--- src/sv/wfd_pkg.sv ---
// Package: types, codes and float conversion for the word frame deframer.
package wfd_pkg;

    typedef struct packed {
        logic [7:0] data_byte;
        logic       buffer_end;
    } t_in_item;

    typedef struct packed {
        logic [1:0]  kind;
        logic [31:0] value_bits;
        logic [7:0]  word_index;
    } t_out_item;

    typedef enum logic [2:0] {
        PH_HEADER   = 3'd0,
        PH_PAYLOAD  = 3'd1,
        PH_TAIL     = 3'd2,
        PH_COMPLETE = 3'd3,
        PH_DISCARD  = 3'd4
    } t_phase;

    localparam logic [1:0] KIND_VALUE = 2'd0;
    localparam logic [1:0] KIND_GOOD  = 2'd1;
    localparam logic [1:0] KIND_ERROR = 2'd2;

    localparam logic [7:0] SYNC_A = 8'h8A;
    localparam logic [7:0] SYNC_B = 8'h5A;
    localparam logic [7:0] PAD    = 8'h00;

    // int32 to float32, round to nearest even
    function automatic logic [31:0] int_to_float(input logic [31:0] w);
        logic        s;
        logic [31:0] m;
        logic [31:0] n;
        logic [4:0]  lz;
        logic [4:0]  msb;
        logic [23:0] mant;
        logic        g;
        logic        st;
        logic [24:0] rm;
        logic [7:0]  e;
        s  = w[31];
        m  = s ? (~w + 32'd1) : w;
        lz = 5'd0;
        for (int i = 0; i < 32; i++) begin
            if (m[i]) lz = 5'(i);
        end
        msb = lz;
        n   = m << (5'd31 - msb);
        mant = n[31:8];
        g    = n[7];
        st   = |n[6:0];
        rm   = {1'b0, mant} + 25'((g && (st || mant[0])) ? 1 : 0);
        e    = 8'd127 + {3'd0, msb};
        if (m == 32'd0) begin
            int_to_float = 32'd0;
        end else if (rm[24]) begin
            int_to_float = {s, e + 8'd1, 23'd0};
        end else begin
            int_to_float = {s, e, rm[22:0]};
        end
    endfunction

endpackage

--- src/sv/wfd_parse.sv ---
// Frame parser: phase tracking and word assembly for one byte per cycle while i_en is high.
module wfd_parse (
    input  logic              i_clk,
    input  logic              i_rst_n,
    input  logic              i_en,
    input  wfd_pkg::t_in_item i_item,
    output logic              o_have,
    output logic [1:0]        o_kind,
    output logic [31:0]       o_word,
    output logic [7:0]        o_index
);
    import wfd_pkg::*;

    t_phase      r_phase, n_phase;
    logic [1:0]  r_pos, n_pos;
    logic [7:0]  r_exp, n_exp;
    logic [7:0]  r_rcv, n_rcv;
    logic [23:0] r_asm, n_asm;
    logic [7:0]  hp, tp;
    logic        val;
    logic [7:0]  b;

    assign b = i_item.data_byte;

    always_comb begin
        case (r_pos)
            2'd0:    begin hp = SYNC_A; tp = SYNC_B; end
            2'd3:    begin hp = SYNC_B; tp = SYNC_A; end
            default: begin hp = PAD;    tp = PAD;    end
        endcase
    end

    always_comb begin
        n_phase = r_phase;
        n_pos   = r_pos;
        n_exp   = r_exp;
        n_rcv   = r_rcv;
        n_asm   = r_asm;
        val     = 1'b0;
        o_word  = {r_asm, b};
        o_index = r_rcv;
        case (r_phase)
            PH_HEADER: begin
                if (r_pos == 2'd2) begin
                    n_exp = b;
                    n_pos = 2'd3;
                end else if (b != hp) begin
                    n_phase = PH_DISCARD;
                end else if (r_pos == 2'd3) begin
                    n_pos   = 2'd0;
                    n_rcv   = 8'd0;
                    n_phase = (r_exp == 8'd0) ? PH_TAIL : PH_PAYLOAD;
                end else begin
                    n_pos = r_pos + 2'd1;
                end
            end
            PH_PAYLOAD: begin
                if (r_pos == 2'd3) begin
                    val   = 1'b1;
                    n_rcv = r_rcv + 8'd1;
                    n_asm = 24'd0;
                    n_pos = 2'd0;
                    if (n_rcv == r_exp) n_phase = PH_TAIL;
                end else begin
                    n_asm = {r_asm[15:0], b};
                    n_pos = r_pos + 2'd1;
                end
            end
            PH_TAIL: begin
                if (b != tp) begin
                    n_phase = PH_DISCARD;
                end else if (r_pos == 2'd3) begin
                    n_pos   = 2'd0;
                    n_phase = PH_COMPLETE;
                end else begin
                    n_pos = r_pos + 2'd1;
                end
            end
            default: n_phase = PH_DISCARD;
        endcase
        o_have = val || i_item.buffer_end;
        o_kind = !i_item.buffer_end ? KIND_VALUE :
                 (n_phase == PH_COMPLETE) ? KIND_GOOD : KIND_ERROR;
    end

    always_ff @(posedge i_clk) begin
        if (!i_rst_n || (i_en && i_item.buffer_end)) begin
            r_phase <= PH_HEADER;
            r_pos   <= 2'd0;
            r_exp   <= 8'd0;
            r_rcv   <= 8'd0;
            r_asm   <= 24'd0;
        end else if (i_en) begin
            r_phase <= n_phase;
            r_pos   <= n_pos;
            r_exp   <= n_exp;
            r_rcv   <= n_rcv;
            r_asm   <= n_asm;
        end
    end
endmodule

--- src/sv/word_frame_deframer.sv ---
// Top level: input register, frame parser, float conversion and output register.
//  channel | signals                  | payload
//  in      | i_in_valid / o_in_ready  | t_in_item  {data_byte, buffer_end}
//  out     | o_out_valid / i_out_ready| t_out_item {kind, value_bits, word_index}
// One byte per cycle while the output is not stalled; a result passes the input and output registers.
// Input register feeds the parser; the output register holds a result under stall.
// Reset clears phase, counters and both valid bits.
// Backpressure stalls the parser and output register together; no transfer is lost.
module word_frame_deframer (
    input  logic                i_clk,
    input  logic                i_rst_n,
    input  logic                i_in_valid,
    output logic                o_in_ready,
    input  wfd_pkg::t_in_item   i_in_data,
    output logic                o_out_valid,
    input  logic                i_out_ready,
    output wfd_pkg::t_out_item  o_out_data
);
    import wfd_pkg::*;

    logic       r_iv;
    t_in_item   r_in;
    logic       r_ov;
    t_out_item  r_out;
    logic       adv;
    logic       have;
    logic [1:0] kind;
    logic [31:0] word;
    logic [7:0] idx;

    assign adv        = !r_ov || i_out_ready;
    assign o_in_ready = adv || !r_iv;
    assign o_out_valid = r_ov;
    assign o_out_data  = r_out;

    wfd_parse u_parse (
        .i_clk   (i_clk),
        .i_rst_n (i_rst_n),
        .i_en    (r_iv && adv),
        .i_item  (r_in),
        .o_have  (have),
        .o_kind  (kind),
        .o_word  (word),
        .o_index (idx)
    );

    always_ff @(posedge i_clk) begin
        if (!i_rst_n) begin
            r_iv <= 1'b0;
            r_ov <= 1'b0;
        end else begin
            if (o_in_ready) r_iv <= i_in_valid;
            if (adv)        r_ov <= r_iv && have;
        end
        if (o_in_ready && i_in_valid) r_in <= i_in_data;
        if (adv && r_iv && have) begin
            r_out.kind       <= kind;
            r_out.value_bits <= (kind == KIND_VALUE) ? int_to_float(word) : 32'd0;
            r_out.word_index <= (kind == KIND_VALUE) ? idx : 8'd0;
        end
    end

    a_hold: assert property (@(posedge i_clk) disable iff (!i_rst_n)
        r_ov && !i_out_ready |=> r_ov && $stable(r_out)) else $error("out held");
    a_kind: assert property (@(posedge i_clk) disable iff (!i_rst_n)
        r_ov |-> (r_out.kind == KIND_VALUE || r_out.kind == KIND_GOOD ||
                  r_out.kind == KIND_ERROR)) else $error("bad kind");
    a_stat: assert property (@(posedge i_clk) disable iff (!i_rst_n)
        r_ov && r_out.kind != KIND_VALUE |-> r_out.value_bits == 32'd0)
        else $error("status value");
endmodule

--- config.mk ---
export PLATFORM = sky130hd
export DESIGN_NAME = word_frame_deframer
export DESIGN_NICKNAME = d
export VERILOG_FILES = /design/src/sv/wfd_pkg.sv /design/src/sv/wfd_parse.sv /design/src/sv/word_frame_deframer.sv
export SDC_FILE = /design/constraint.sdc
export NUM_CORES = 1
export LEC_CHECK = 0
export ABC_AREA = 1
export BUFFER_PORTS_ARGS = -buffer_cell sky130_fd_sc_hd__buf_2
export CORE_MARGIN = 2
export CORE_UTILIZATION = 35
export DETAILED_ROUTE_END_ITERATION = 10
export MAX_ROUTING_LAYER = met4
export PLACE_DENSITY_LB_ADDON = 0.15
export SYNTH_ARGS = -nofsm -noshare
export SYNTH_HDL_FRONTEND = slang
export SYNTH_SLANG_ARGS = --single-unit
--- constraint.sdc ---
create_clock -name i_clk -period 6.3 [get_ports i_clk]
set_clock_uncertainty 0.05 [all_clocks]
set_input_delay 1.89 -clock i_clk [delete_from_list [all_inputs] [get_ports i_clk]]
set_output_delay 1.89 -clock i_clk [all_outputs]
set_load 0.02 [all_outputs]
== Word level (Yosys, flattened, before mapping) ==
Index checks and enable logic that the tools add are counted.

* Reduce and logical (&&, ||, !) cells: 28
* Muxes and demuxes: 61
* $add $sub $neg: 7
* Shifts and indexed selects: 1
* Bitwise logic cells: 2
* Equality and inequality tests: 14

{| class="wikitable"
|+ Operators with widths
! operator !! count
|-
| 5-bit two-way mux || 31
|-
| 8-bit one-hot mux with 2 select lines || 3
|-
| 32-bit by 1-bit adder with 32-bit output, second input constant || 1
|-
| 32-bit logical NOT || 1
|-
| 32-bit two-way mux || 1
|-
| 8-bit two-way mux || 4
|-
| 32-bit inverter || 1
|-
| 32-bit by 5-bit << shifter with 32-bit output || 1
|-
| 31-bit two-way mux || 1
|-
| 24-bit by 1-bit adder with 25-bit output || 1
|-
| 24-bit two-way mux || 1
|-
| 3-bit two-way mux || 7
|-
| 8-bit by 1-bit adder with 8-bit output, second input constant || 2
|-
| 8-bit != test || 2
|-
| 2-bit two-way mux || 7
|-
| 3-bit one-hot mux with 3 select lines || 1
|-
| 7-bit by 5-bit adder with 8-bit output, first input constant || 1
|-
| 8-bit equality test || 1
|-
| 8-bit logical NOT || 1
|-
| 7-bit OR reduction || 1
|-
| 3-bit by 2-bit equality test with 1-bit output, second input constant || 2
|-
| 1-bit logical AND || 6
|-
| 2-bit != test, second input constant || 3
|-
| 2-bit one-hot mux with 3 select lines || 1
|-
| other kinds (20) || 32
|}

* Register bits after elaboration: 98
* Input bits: 13

== Logic depth before layout (Yosys ltp) ==
* Depth in word-level cells: 43
* Depth in mapped cells: 53
* Depth with buffers taken out: 52

== By module ==
From an unflattened synthesis, not the netlist that was laid out.

* Cells, all modules: 1256
* Area, all modules: 8087.8 um2

{| class="wikitable"
|+ Modules (own cells, without submodules)
! module !! times used !! cells an instance !! area an instance (um2)
|-
| word_frame_deframer || 1 || 916 || 5720.5
|-
| wfd_parse || 1 || 340 || 2367.3
|}

== Worst setup path before layout ==
No wires, ideal clock.

* Kind: register to register
* Start: register r_in[1] in the netlist's numbering
* End: register r_out (netlist bit o_out_data[22]) (data pin)
* Path slack: 1573 ps
* Arrival: 4417 ps
* Data required time: 5989 ps
* Stages on the path, launching flop included: 32
* Cells stage by stage: edfxtp_1 inv_1 ha_1 nand4_2 nor3_2 nand4_2 nor2_1 nand3_1 o21ai_1 o21ai_0 xor2_1 nand2_1 nor3_2 nand2_1 inv_1 buf_2 buf_1 nand3_1 nand3_1 nand3_1 inv_2 ha_1 nand3_1 nor2_4 nand2_2 nor2_8 nand2_4 nor2_4 nand2_4 nand2_2 buf_6 a21oi_1

* Word-level cells in the longest chain between the ends: 43
* Elaborated cells on any way between the ends: 55
* Those cells by class: add/sub: 3; eq/ne: 3; shift: 1; mux: 40; bitwise: 2; reduce/logical: 6

{| class="wikitable"
|+ RTL lines
! item !! line !! text
|-
| start, declared || word_frame_deframer.sv:22 || <nowiki>t_in_item r_in;</nowiki>
|-
| start signal, assigned || word_frame_deframer.sv:55 || <nowiki>if (o_in_ready && i_in_valid) r_in <= i_in_data;</nowiki>
|-
| 32-bit inverter || wfd_pkg.sv:44 || <nowiki>m = s ? (~w + 32'd1) : w;</nowiki>
|-
| 32-bit by 1-bit adder with 32-bit output || wfd_pkg.sv:44 ||
|-
| 32-bit two-way mux || wfd_pkg.sv:44 ||
|-
| 1-bit two-way mux || wfd_pkg.sv:47 || <nowiki>if (m[i]) lz = 5'(i);</nowiki>
|-
| 5-bit two-way mux (30 in series) || wfd_pkg.sv:47 ||
|-
| 5-bit two-way mux || word_frame_deframer.sv:56 || <nowiki>if (adv && r_iv && have) begin</nowiki>
|-
| 5-bit subtractor || wfd_pkg.sv:50 || <nowiki>n = m << (5'd31 - msb);</nowiki>
|-
| 32-bit by 5-bit << shifter with 32-bit output || wfd_pkg.sv:50 ||
|-
| 7-bit OR reduction || wfd_pkg.sv:53 || <nowiki>st = |n[6:0];</nowiki>
|-
| 1-bit logical OR || wfd_pkg.sv:54 || <nowiki>rm = {1'b0, mant} + 25'((g && (st || mant[0])) ? 1 : 0);</nowiki>
|-
| 1-bit logical AND || wfd_pkg.sv:54 ||
|-
| 1-bit two-way mux || wfd_pkg.sv:54 ||
|-
| 24-bit by 1-bit adder with 25-bit output || wfd_pkg.sv:54 ||
|-
| 3-bit OR reduction (no line) || n/a ||
|-
| end, declared || word_frame_deframer.sv:24 || <nowiki>t_out_item r_out;</nowiki>
|}

Several ways; a longest one is shown, not always the timed one. The select of a mux whose other input is x is not followed.
A chain may end at the register's enable or synchronous reset.

== Final worst setup path ==
* Start: register r_in[1] in the netlist's numbering
* End: register r_out (netlist bit o_out_data[26]) (data pin)

Same word-level chain as after synthesis.

==> reports/qor.yml <==
status: "complete, no violations"
hold_violations: 0
cp_slowest_cell: "edfxtp_1"
worstRegToRegCells: 38
holdPathStages: 2
ys.flop_type: "edfxtp_1"
yosysSeqAreaShare: 0.3105
drtIter0Drc: 779
synth_area_mm2: 0.007963
io_buffers: 56
clkTransAtPathRegs_ns: 0.07
cts_max_path_buffers: 2
grt_pass1_vias: 7388
num_io_pins: 57
drt-pass1-iter-count: 7
fin_tns_setup_ns: 0
yosys-top-cells-area: "edfxtp_1, nand2_1, nand3_1"
grt_overflow: 0
async_flop_share: 0
final_antenna_net_count: 0
hp-class: "reg2reg"
yosysWarnings: 0
place_hpwl_mm: 18.00
postSynthCellCount: 1243
gp_congestion: 0.9007
period_needed_ns: 5.542
max_cap_viol_count: 0
h-tree-depth: 3
critPathMostFrequentCell: "nand2_1"
synth_top_cells_by_count: "nand2_1, nand3_1, nor2_1, inv_1, a21oi_1"
rows: 55
cp_num_buf_inv: 2
cts_made_buffers: 9
critPathKind: "reg2reg"
critPathArrivalTime_ns: 5.60
route.detailed.drc: 0
synth_most_common_cell: "nand2_1"
antenna_found_initial: 0
p_leak_uw: 0.003881
synth.avg_cell_area_um2: 6.406
clk_latency_ns: 0.36
core_area_mm2: 0.02250
routed_wl_mm: 23.13
finalSetupViolCount: 0
fmax_mhz: 180.4
syn-num-nets: 1266
track_usage: 0.2025
hold_ws_ns: 0.4364
period_share: 0.8797
pwr_density_cell_mw_per_mm2: 172.8
tritoncts: "yes"
cp_top_family: "simple AND/OR/NAND/NOR gates"
fillCellCount: 2471
ys_ff_latch: 98
start_util: 0.3539
drive_gt1_frac: 0.1115
yosysTopAreaCellShare: 0.1923
rsz0062_at_grt: "no"
diodes: 0
critPathMaxFanout: 30
ys_types: 50
via_count: 8058
grt_pass1_wl_mm: 38.00
slew_viol_final: 0
grt_max_degree: 43
synth-edff-count: 51
regArea_mm2: 0.002472
cts_hold_buffers: 0
worst_pin_slew_ns: 0.9340
die-width_um: 154.8
die_area_mm2: 0.02397
critPathCaptureType: "register"
path_depth: 38
area_delta_synth_final_pct: 10.15
max_stage_delay_ns: 0.52
slew_headroom: 0.3751
die_h_um: 154.8
root_buffer: "clkbuf_16"
critPathRequiredTime_ns: 6.35
viasPerCell: 5.142
cts_sinks: 98
multi_input_area_mm2: 0.004722
wire_per_inst_um: 14.76
ir_drop_uv: 102.6
final_nets: 1300
crit_path_start_kind: "register"
yosysTopAreaCell: "edfxtp_1"
metal layers:
layer	share of wire	global-route usage	vias to the layer above	wire [µm]
li1	-	-	4194	-
met1	0.49	0.2793	3638	11410
met2	0.45	0.3208	196	10380
met3	0.046	0.02522	30	1059
met4	0.012	0.04189	0	284
met5	0	-	-	0
cell type report:
| type | instances | area share |
|---|---|---|
| tap | 285 | 0.04066 |
| clock inverter | 7 | 0.007846 |
| inverter | 136 | 0.05820 |
| timing repair buffer | 74 | 0.04736 |
| multi-input combinational | 958 | 0.5384 |
| clock buffer | 9 | 0.02568 |
| sequential | 98 | 0.2819 |
final timing paths:
check / startpoint / slack, ns / to
setup reg to reg: r_in[1] / 0.76 / o_out_data[26]
hold / removal: u_parse.r_exp[7] / 0.44 / u_parse.r_exp[7]
hold reg to reg: u_parse.r_exp[7] / 0.44 / u_parse.r_exp[7]
setup / recovery: r_in[1] / 0.76 / o_out_data[26]
cells by family (layout without fill, tap and decap cells):
kind of cell    count (synthesis)  in the layout  share of synthesized area
compound gates                144            144                     0.1072
xor+xnor                       36             36                    0.04054
fa+ha+maj                      10             10                    0.01571
buf+inv                       187            226                    0.09774
flops                          98             98                     0.3105
simple gates                  768            768                     0.4283
state kept, by name, summed over array words and instances, names as in the netlist:
register	cells
o_out_data	42
o_out_valid	1
r_in	9
r_iv	1
u_parse.o_index	8
u_parse.r_asm	24
u_parse.r_exp	8
u_parse.r_phase	3
u_parse.r_pos	2
worst reg2reg max path: cells and delay by family (launching register included):
family,cells,cell delay [ns]
compound gates,1,0.23
xor+xnor,1,0.34
fa+ha+maj,2,0.42
buf+inv,2,0.44
flops,1,0.52
simple gates,32,3.30
report_power, final:
part / switching, µW / internal [µW]
Clock: 273 / 280
Combinational: 189 / 79.1
Sequential: 10.2 / 684
through the flow:
stage	utilization	cells	worst slack (ns)	instance area (µm²)	power, µW
floorplan	-	1243	1.573	7963	907.8
global placement	0.3765	1551	0.6715	8472	974.1
detailed placement	0.3765	1551	0.5921	8472	973.9
CTS	0.3895	1567	0.5756	8766	1536
global route	0.3898	1567	0.008290	8771	1599
finish	0.3898	1567	0.7577	8771	1516
cells in the final DEF, fill, tap and decap left out, types with 4 or more instances in the layout:
cell type  instances
a21oi_1           69
nand3_1          248
nor2_1           125
buf_4             18
nor2_2             6
clkbuf_16          9
nor4_1             5
inv_2             22
nand2_1          334
xor2_1            32
a211oi_1          19
dfxtp_1           47
o31ai_1            4
nand4_1            8
o21ai_0           25
ha_1              10
edfxtp_1          51
buf_2             56
nor3_1            16
nand2_2            4
o21ai_1            9
inv_1            112
timing repair:
| action | 4_1_cts | 5_1_grt |
|---|---|---|
| buffers inserted | 0 | 0 |
| gates resized for setup | 0 | 1 |
| endpoints found under the setup margin | 0 | 20 |
Power figures use the tool's default switching activity.
